[src/lcdnw_pkg.sv]
`timescale 1ns / 1ps
package lcdnw_pkg;

  localparam int NUM_W          = 31;
  localparam int BYTE_W         = 8;
  localparam int NIB_W          = 4;
  localparam int ACT_W          = 2;
  localparam int CNT_W          = $clog2(NUM_W);
  localparam int INIT_BYTES     = 4;
  // A 31-bit number never has more than ten decimal digits.
  localparam int BCD_DIGITS_CAP = 10;
  localparam int MAX_DIGITS_DEF = 10;

  localparam logic [BYTE_W-1:0] ASCII_ZERO = 8'h30;
  localparam logic [BYTE_W-1:0] INIT_CMD0  = 8'h33;
  localparam logic [BYTE_W-1:0] INIT_CMD1  = 8'h32;
  localparam logic [BYTE_W-1:0] INIT_CMD2  = 8'h0C;
  localparam logic [BYTE_W-1:0] INIT_CMD3  = 8'h01;

  typedef enum logic [ACT_W-1:0] {
    ACT_CMD    = 2'd0,
    ACT_DATA   = 2'd1,
    ACT_NUMBER = 2'd2,
    ACT_INIT   = 2'd3
  } action_t;

  typedef enum logic [2:0] {
    ST_IDLE,
    ST_CONVERT,
    ST_SKIP,
    ST_SEND_HI,
    ST_SEND_LO
  } state_t;

  typedef struct packed {
    logic load;
    logic conv_step;
    logic adv;
    logic emit;
    logic half;
  } lcdnw_cmd_t;

  typedef struct packed {
    logic conv_done;
    logic skip_more;
    logic last_byte;
    logic out_free;
  } lcdnw_sts_t;

  // The init counter runs down from four, so its low two bits pick the command.
  function automatic logic [BYTE_W-1:0] init_byte(input logic [1:0] sel);
    logic [BYTE_W-1:0] b;
    unique case (sel)
      2'd0: b = INIT_CMD0;
      2'd3: b = INIT_CMD1;
      2'd2: b = INIT_CMD2;
      2'd1: b = INIT_CMD3;
      default: b = INIT_CMD0;
    endcase
    return b;
  endfunction

endpackage

[src/lcdnw_if.sv]
`timescale 1ns / 1ps
interface lcdnw_in_if;
  logic                            valid;
  logic                            ready;
  logic [lcdnw_pkg::ACT_W-1:0]     action;
  logic [lcdnw_pkg::BYTE_W-1:0]    byte_value;
  logic [lcdnw_pkg::NUM_W-1:0]     number;

  modport source(output valid, action, byte_value, number, input ready);
  modport sink(input valid, action, byte_value, number, output ready);
endinterface

interface lcdnw_out_if;
  logic                          valid;
  logic                          ready;
  logic                          register_select;
  logic [lcdnw_pkg::NIB_W-1:0]   nibble;
  logic                          last;

  modport source(output valid, register_select, nibble, last, input ready);
  modport sink(input valid, register_select, nibble, last, output ready);
endinterface

[src/char_lcd_nibble_writer_core.sv]
`timescale 1ns / 1ps
// Command and data requests: accepted, then two nibbles, each sent when the output is free.
// Init requests: eight nibbles, one every cycle the output register is free.
// Number requests: a conversion phase (one input bit per cycle through the BCD
// converter), a skip state that finds the first digit by dropping suppressed
// leading zeros, then two nibbles per digit, up to ten digits.
// One request is worked at a time; the output register frees the bus side from stalls.
// Reset (synchronous, active low) returns the controller to idle and empties the output.
module char_lcd_nibble_writer_core #(
  parameter int MAX_DIGITS = lcdnw_pkg::MAX_DIGITS_DEF
) (
  input logic         clk,
  input logic         rst_n,
  lcdnw_in_if.sink    in_ch,
  lcdnw_out_if.source out_ch
);
  import lcdnw_pkg::*;

  lcdnw_cmd_t cmd;
  lcdnw_sts_t sts;
  logic       in_ready;

  lcdnw_ctrl u_ctrl (
    .clk       (clk),
    .rst_n     (rst_n),
    .in_valid  (in_ch.valid),
    .in_action (in_ch.action),
    .sts       (sts),
    .in_ready  (in_ready),
    .cmd       (cmd)
  );

  lcdnw_dp #(
    .MAX_DIGITS (MAX_DIGITS)
  ) u_dp (
    .clk                 (clk),
    .rst_n               (rst_n),
    .in_action           (in_ch.action),
    .in_byte_value       (in_ch.byte_value),
    .in_number           (in_ch.number),
    .cmd                 (cmd),
    .sts                 (sts),
    .out_ready           (out_ch.ready),
    .out_valid           (out_ch.valid),
    .out_register_select (out_ch.register_select),
    .out_nibble          (out_ch.nibble),
    .out_last            (out_ch.last)
  );

  assign in_ch.ready = in_ready;

  // A request is worked alone, so ready drops right after an accept.
  a_one_at_a_time: assert property (@(posedge clk) disable iff (!rst_n)
    in_ch.valid && in_ch.ready |=> !in_ch.ready)
    else $error("input accepted while a request is still in progress");

  // A nibble is only loaded when the output register is empty or being drained.
  a_emit_free: assert property (@(posedge clk) disable iff (!rst_n)
    cmd.emit |-> (!out_ch.valid || out_ch.ready))
    else $error("nibble emitted over a held result");

  // The conversion phase and the nibble transfers never overlap.
  a_no_emit_in_conv: assert property (@(posedge clk) disable iff (!rst_n)
    cmd.conv_step |-> !cmd.emit && !cmd.adv)
    else $error("transfer issued during decimal conversion");

endmodule

[src/lcdnw_ctrl.sv]
`timescale 1ns / 1ps
module lcdnw_ctrl (
  input  logic                             clk,
  input  logic                             rst_n,
  input  logic                             in_valid,
  input  logic [lcdnw_pkg::ACT_W-1:0]      in_action,
  input  lcdnw_pkg::lcdnw_sts_t            sts,
  output logic                             in_ready,
  output lcdnw_pkg::lcdnw_cmd_t            cmd
);
  import lcdnw_pkg::*;

  state_t state_r;
  state_t state_nxt;

  always_ff @(posedge clk) begin
    if (!rst_n) begin
      state_r <= ST_IDLE;
    end else begin
      state_r <= state_nxt;
    end
  end

  always_comb begin
    state_nxt = state_r;
    unique case (state_r)
      ST_IDLE: begin
        if (in_valid) begin
          state_nxt = (action_t'(in_action) == ACT_NUMBER) ? ST_CONVERT : ST_SEND_HI;
        end
      end
      ST_CONVERT: begin
        if (sts.conv_done) begin
          state_nxt = ST_SKIP;
        end
      end
      ST_SKIP: begin
        if (!sts.skip_more) begin
          state_nxt = ST_SEND_HI;
        end
      end
      ST_SEND_HI: begin
        if (sts.out_free) begin
          state_nxt = ST_SEND_LO;
        end
      end
      ST_SEND_LO: begin
        if (sts.out_free) begin
          state_nxt = sts.last_byte ? ST_IDLE : ST_SEND_HI;
        end
      end
      default: state_nxt = ST_IDLE;
    endcase
  end

  always_comb begin
    in_ready      = (state_r == ST_IDLE);
    cmd.load      = (state_r == ST_IDLE) && in_valid;
    cmd.conv_step = (state_r == ST_CONVERT);
    cmd.adv       = ((state_r == ST_SKIP) && sts.skip_more) ||
                    ((state_r == ST_SEND_LO) && sts.out_free && !sts.last_byte);
    cmd.emit      = ((state_r == ST_SEND_HI) || (state_r == ST_SEND_LO)) && sts.out_free;
    cmd.half      = (state_r == ST_SEND_LO);
  end

endmodule

[src/lcdnw_dp.sv]
`timescale 1ns / 1ps
module lcdnw_dp #(
  parameter int MAX_DIGITS = lcdnw_pkg::MAX_DIGITS_DEF
) (
  input  logic                             clk,
  input  logic                             rst_n,
  input  logic [lcdnw_pkg::ACT_W-1:0]      in_action,
  input  logic [lcdnw_pkg::BYTE_W-1:0]     in_byte_value,
  input  logic [lcdnw_pkg::NUM_W-1:0]      in_number,
  input  lcdnw_pkg::lcdnw_cmd_t            cmd,
  output lcdnw_pkg::lcdnw_sts_t            sts,
  input  logic                             out_ready,
  output logic                             out_valid,
  output logic                             out_register_select,
  output logic [lcdnw_pkg::NIB_W-1:0]      out_nibble,
  output logic                             out_last
);
  import lcdnw_pkg::*;

  localparam int DIG     = (MAX_DIGITS < BCD_DIGITS_CAP) ? MAX_DIGITS : BCD_DIGITS_CAP;
  localparam int BCD_W   = NIB_W * DIG;
  localparam int REM_MAX = (DIG > INIT_BYTES) ? DIG : INIT_BYTES;
  localparam int REM_W   = $clog2(REM_MAX + 1);

  action_t             action_r;
  logic                rs_r;
  logic [BYTE_W-1:0]   byte_r;
  logic [NUM_W-1:0]    bin_r;
  logic [BCD_W-1:0]    bcd_r;
  logic [BCD_W-1:0]    bcd_adj;
  logic [CNT_W-1:0]    cnt_r;
  logic [REM_W-1:0]    rem_r;
  logic                ovf_r;
  logic [NIB_W-1:0]    top_digit;
  logic [BYTE_W-1:0]   cur_byte;

  logic                out_valid_r;
  logic                out_valid_nxt;
  logic                out_rs_r;
  logic [NIB_W-1:0]    out_nibble_r;
  logic                out_last_r;

  // Shift-and-add-3: digits of five or more are corrected before each doubling.
  // Carries out of the top digit are dropped, which keeps the lowest digits only.
  // Any dropped carry marks a number too long for the digit count; all of its
  // kept digits are sent, leading zeros included.
  always_comb begin
    for (int i = 0; i < DIG; i++) begin
      bcd_adj[NIB_W*i +: NIB_W] = (bcd_r[NIB_W*i +: NIB_W] >= 4'd5) ?
                                  bcd_r[NIB_W*i +: NIB_W] + 4'd3 :
                                  bcd_r[NIB_W*i +: NIB_W];
    end
  end

  assign top_digit = bcd_r[BCD_W-1 -: NIB_W];

  always_comb begin
    unique case (action_r)
      ACT_CMD, ACT_DATA: cur_byte = byte_r;
      ACT_NUMBER:        cur_byte = ASCII_ZERO | {4'h0, top_digit};
      ACT_INIT:          cur_byte = init_byte(rem_r[1:0]);
      default:           cur_byte = byte_r;
    endcase
  end

  always_ff @(posedge clk) begin
    if (cmd.load) begin
      action_r <= action_t'(in_action);
      rs_r     <= (action_t'(in_action) == ACT_DATA) || (action_t'(in_action) == ACT_NUMBER);
      byte_r   <= in_byte_value;
      bin_r    <= in_number;
      bcd_r    <= '0;
      cnt_r    <= '0;
      ovf_r    <= 1'b0;
      unique case (action_t'(in_action))
        ACT_CMD, ACT_DATA: rem_r <= REM_W'(1);
        ACT_NUMBER:        rem_r <= REM_W'(DIG);
        ACT_INIT:          rem_r <= REM_W'(INIT_BYTES);
        default:           rem_r <= REM_W'(1);
      endcase
    end else if (cmd.conv_step) begin
      bcd_r <= {bcd_adj[BCD_W-2:0], bin_r[NUM_W-1]};
      bin_r <= {bin_r[NUM_W-2:0], 1'b0};
      cnt_r <= cnt_r + CNT_W'(1);
      ovf_r <= ovf_r | bcd_adj[BCD_W-1];
    end else if (cmd.adv) begin
      bcd_r <= bcd_r << NIB_W;
      rem_r <= rem_r - REM_W'(1);
    end
  end

  always_comb begin
    sts.conv_done = (cnt_r == CNT_W'(NUM_W - 1));
    sts.skip_more = !ovf_r && (top_digit == '0) && (rem_r != REM_W'(1));
    sts.last_byte = (rem_r == REM_W'(1));
    sts.out_free  = !out_valid_r || out_ready;
  end

  always_comb begin
    out_valid_nxt = out_valid_r;
    if (cmd.emit) begin
      out_valid_nxt = 1'b1;
    end else if (out_ready) begin
      out_valid_nxt = 1'b0;
    end
  end

  always_ff @(posedge clk) begin
    if (!rst_n) begin
      out_valid_r <= 1'b0;
    end else begin
      out_valid_r <= out_valid_nxt;
    end
  end

  always_ff @(posedge clk) begin
    if (cmd.emit) begin
      out_rs_r     <= rs_r;
      out_nibble_r <= cmd.half ? cur_byte[NIB_W-1:0] : cur_byte[BYTE_W-1:NIB_W];
      out_last_r   <= cmd.half && sts.last_byte;
    end
  end

  assign out_valid           = out_valid_r;
  assign out_register_select = out_rs_r;
  assign out_nibble          = out_nibble_r;
  assign out_last            = out_last_r;

endmodule

[src/flat_wrapper.sv]
// flat-port wrapper written by rule: the top's interface ports become plain ports
module char_lcd_nibble_writer_core_flat import lcdnw_pkg::*;
#(
  parameter int MAX_DIGITS = lcdnw_pkg::MAX_DIGITS_DEF
)
  (clk, rst_n, in_ch_valid, in_ch_action, in_ch_byte_value, in_ch_number, in_ch_ready, out_ch_valid, out_ch_register_select, out_ch_nibble, out_ch_last, out_ch_ready);
  lcdnw_in_if in_ch_i ();
  lcdnw_out_if out_ch_i ();
  input logic clk;
  input logic rst_n;
  input wire logic [$bits(in_ch_i.valid)-1:0] in_ch_valid;
  input wire logic [$bits(in_ch_i.action)-1:0] in_ch_action;
  input wire logic [$bits(in_ch_i.byte_value)-1:0] in_ch_byte_value;
  input wire logic [$bits(in_ch_i.number)-1:0] in_ch_number;
  output wire logic [$bits(in_ch_i.ready)-1:0] in_ch_ready;
  output wire logic [$bits(out_ch_i.valid)-1:0] out_ch_valid;
  output wire logic [$bits(out_ch_i.register_select)-1:0] out_ch_register_select;
  output wire logic [$bits(out_ch_i.nibble)-1:0] out_ch_nibble;
  output wire logic [$bits(out_ch_i.last)-1:0] out_ch_last;
  input wire logic [$bits(out_ch_i.ready)-1:0] out_ch_ready;
  assign in_ch_i.valid = in_ch_valid;
  assign in_ch_i.action = in_ch_action;
  assign in_ch_i.byte_value = in_ch_byte_value;
  assign in_ch_i.number = in_ch_number;
  assign in_ch_ready = in_ch_i.ready;
  assign out_ch_valid = out_ch_i.valid;
  assign out_ch_register_select = out_ch_i.register_select;
  assign out_ch_nibble = out_ch_i.nibble;
  assign out_ch_last = out_ch_i.last;
  assign out_ch_i.ready = out_ch_ready;
  char_lcd_nibble_writer_core #(.MAX_DIGITS(MAX_DIGITS)) u_core (.clk(clk), .rst_n(rst_n), .in_ch(in_ch_i), .out_ch(out_ch_i));
endmodule
[config.mk]
export PLATFORM = sky130hd
export DESIGN_NAME = char_lcd_nibble_writer_core_flat
export DESIGN_NICKNAME = d
export VERILOG_FILES = /design/src/lcdnw_pkg.sv /design/src/lcdnw_if.sv /design/src/char_lcd_nibble_writer_core.sv /design/src/lcdnw_ctrl.sv /design/src/lcdnw_dp.sv /design/src/flat_wrapper.sv
export SDC_FILE = /design/constraint.sdc
export NUM_CORES = 1
export LEC_CHECK = 0
export BUFFER_PORTS_ARGS = -buffer_cell sky130_fd_sc_hd__buf_4
export CAP_MARGIN = 20
export CORE_ASPECT_RATIO = 0.7
export CORE_MARGIN = 5
export CORE_UTILIZATION = 50
export DETAILED_ROUTE_END_ITERATION = 16
export PLACE_DENSITY = 0.69
export SLEW_MARGIN = 20
export SYNTH_ARGS = -nofsm -noshare
export SYNTH_HDL_FRONTEND = slang
export SYNTH_SLANG_ARGS = --single-unit
[constraint.sdc]
create_clock -name clk -period 3.2 [get_ports clk]
set_input_delay 0.16 -clock clk [delete_from_list [all_inputs] [get_ports clk]]
set_output_delay 0.16 -clock clk [all_outputs]
set_load 0.03 [all_outputs]
==> reports/results.txt <==
The clock-pin slew on the worst setup and hold paths is 0.07 ns. The worst-case IR drop observed on VDD is 0.0004552 V. The H-tree was split into 3 levels. Critical path data arrival time: 2.45 ns.

The run gives 6065 um^2 as the cell area after placement. The total of fill cells in the finished design was 963. The die covers 13460 um^2. The count of nets left with antenna violations once routing finished came out at 0. TritonCTS built the clock tree. Dividing the synthesized area by the synthesized cell count gives 9.519 um^2.

Among all cell types in the netlist, the one instantiated most often is nand2_1. The number of antenna violations at the first check in global routing came out at 0. For this run, the number of Yosys warnings is 0. The run gives 3.23 ns as the required time of the worst setup path. The area inside the core boundary is 11010 um^2, and the first-pass iteration count of the detailed router is 5. Grouping stages by cell kind, the critical path spends the most delay in simple AND/OR/NAND/NOR gates. STA classifies the critical path endpoint as a flip-flop. The count of pins over their slew limit came out at 0.

In this run, CTS created clock tree buffers numbering 9. Setup violations remaining at the end of the flow were counted as 0. Entering global routing, the biggest net connects 53 pins. The most critical setup path has its startpoint at u_core.u_dp.rem_r[1].

Headroom to the max-slew limit came out at 47.68%. In the post-synthesis netlist, the biggest area contributors are edfxtp_1 28%, dfxtp_1 18%, nand2_1 8.0%, ha_1 6.2%, nor3_1 2.7%. The tools report the max capacitance violation total as 0. The run gives 0.008604 ns as the worst clock skew. The dominant synthesized flop cell is edfxtp_1.

The run finished with clean final reports. The root buffer cell is clkbuf_16. The final total power was 6.629 mW.

Summed over its instances, the top area cell type makes up 27.85% of the synthesized netlist area. The synthesized design contains 52 enable-type register cells. The post-placement worst setup slack came out at 0.7646 ns. Across all setup checks in the final design, the least slack found is 0.7719 ns. Synthesis handed over a netlist of 589 instances. Design area: 6450 um^2.

The tools report the synthesized net count as 662. The final period demand of the worst path works out to 2.428 ns. Summed over all failing endpoints, the final setup total negative slack is 0 ns. The growth of design area from synthesis to finish was 15.04%.

Total congestion overflow: 0. At the later pin of the worst-skew pair, clock insertion delay measures 0.34 ns. For this configuration, the core starts out at a cell density of 50.92%. Launch point of the worst hold path: in_ch_action[0]. The tightest min-delay check is of the in -> reg type. In this run, post-CTS hold repair placed 8 buffers.

For this design the ratio of total power to cell area is 1028 nW/um^2. Counting flops and latches in the post-synthesis netlist gives 102. The critical path buffer and inverter count came out at 1. The floorplan has 32 rows. The clock passes through at most 2 buffers. Master of the slowest instance on the critical path: a21o_2. The sequential-to-total area share from yosys stat was 45.70%; the average wire per standard cell was 14.87 um. The hold violation total from the final report is 0, and the wire length of the first global-routing pass is 20400 um. 53 I/O pins were placed. The wire-length estimate of the detail-placed layout is 8101 um.

The largest single stage delay on the critical path is 0.68 ns. Startpoint type of the worst setup path: a flip-flop. Setup repair after global routing left no endpoint under its margin. For this design, the sink count on the clock tree is 102. The routed design has 11860 um of wire.

Across every metal layer, demand over resource in global routing totals 18.42%. The residual DRC count is 0. Measured along the y axis, the die boundary spans 98.60 um.

For the violation count after the first detailed-route iteration, the log shows 283. Cells with a size suffix above 1 make up 16.93% of the layout. The tools report the routability-driven placement congestion ratio as 0.8061.

The worst-margin pin slew is 0.7848 ns, and the fmax is 0.4118 GHz. After clock tree synthesis, the repair step resized 0 gates. The final layout contains 712 nets. Along the worst path, the maximum fanout reaches 41.

The critical path goes through inv_1 > ha_1 > nor3b_2 > a21o_2 > nand2_1. Yosys mapped the design onto 53 distinct sky130hd cell types. The worst register-to-register path begins at u_core.u_dp.rem_r[1]. The fraction of registers with async set/reset came out at 0%.

The type of the setup path with the least slack is reg -> reg. The post-CTS setup repair buffer count is 0, and the share of the core filled with cells is 58.58%. For the via count of the first global-routing pass, the log shows 4285. The analysis attributes to cell leakage a power of 2.636 nW. The final cycle utilization of the critical path works out to 75.88%. In the synthesized netlist, the cells that appear most often are 119 x nand2_1, 52 x edfxtp_1, 50 x dfxtp_1.

The cell area after technology mapping was 5607 um^2. The antenna diode instance count was 0; the total via count after detailed routing was 4396. After detailed routing, the number of vias per cell comes to 5.516. During placement, the flow inserted port buffers numbering 52. The biggest area contributor in the post-synthesis netlist is edfxtp_1. From left edge to right edge, the die measures 136.6 um.
## power by group
part	leakage [nW]	internal, mW	switching (mW)
clock network	0.150	0.616	0.495
logic	1.57	1.24	1.69
registers	0.912	2.09	0.495
total	2.64	3.95	2.68
## state kept, by name (all words and copies together) (netlist names)
signal	flops
u_core.u_ctrl.state_r	3
u_core.u_dp.rs_r	1
u_core.u_dp.out_register_select	1
u_core.u_dp.ovf_r	1
u_core.u_dp.byte_r	8
u_core.u_dp.bcd_r	40
u_core.u_dp.cnt_r	5
u_core.u_dp.out_nibble	4
u_core.u_dp.rem_r	4
u_core.u_dp.bin_r	31
u_core.u_dp.action_r	2
u_core.u_dp.out_valid	1
u_core.u_dp.out_last	1
## final cells by class
cell class | count | area [um^2] | share of cell area (%)
well taps | 153 | 191.4 | 2.968
clock buffers | 9 | 225.2 | 3.492
clock inverters | 7 | 80.08 | 1.242
inverters | 30 | 112.6 | 1.746
flip-flops and latches | 102 | 2562 | 39.73
repair buffers | 71 | 553.0 | 8.574
multi-input cells | 425 | 2725 | 42.25
## cell families (layout without fill, tap and decap cells)
kind of cell,count (synthesis),count (layout),synth area share [%]
DFF,102,102,45.70
buffers and inverters,62,117,5.847
AOI/OAI and AO/OA,115,115,14.64
adders and majority gates,28,28,6.249
xor gates and xnor gates,15,15,2.343
muxes,15,15,2.901
and+or+nand+nor,252,252,22.32
## layout by cell type, fill, tap and decap left out, types with 14 or more instances in the layout
cell type / synthesis / routed
a21oi_1: 26 / 26
buf_4: 1 / 63
dfxtp_1: 50 / 50
edfxtp_1: 52 / 52
ha_1: 28 / 28
inv_1: 28 / 28
mux2i_1: 14 / 14
nand2_1: 119 / 118
nor2_1: 37 / 37
nor3_1: 30 / 30
o21ai_0: 27 / 27
## worst register-to-register path: cells and delay by family, from the launching register on
| kind | cells | cell delay, ns |
|---|---|---|
| fa+ha+maj | 1 | 0.16 |
| compound gates | 1 | 0.68 |
| simple gates | 2 | 0.74 |
| buf+inv | 1 | 0.11 |
| flops | 1 | 0.43 |
## per-layer routing
metal	vias up	share of wire, %	global-route usage [%]
li1	2207	-	-
met1	2074	49	26.36
met2	106	45	28.61
met3	9	4.5	3.878
met4	0	0.88	4.493
met5	-	0	0
## path summary, 6_finish.rpt
check / end / slack [ns] / cells after the start
worst min register to register: u_core.u_dp.out_register_select / 0.44 / 0
worst max-delay path: u_core.u_dp.rem_r[2] / 0.77 / 5
worst max register to register: u_core.u_dp.rem_r[2] / 0.77 / 5
worst min-delay path: u_core.u_dp.action_r[0] / 0.02 / 1
## stage by stage
stage          hold WS (ns)  cells
2_1_floorplan        0.2589    589
3_3_place_gp         0.3402    773
3_5_place_dp         0.3401    773
4_1_cts           0.0001175    797
5_1_grt            0.001492    797
6_report            0.01523    797
Power figures use the tool's default switching activity.
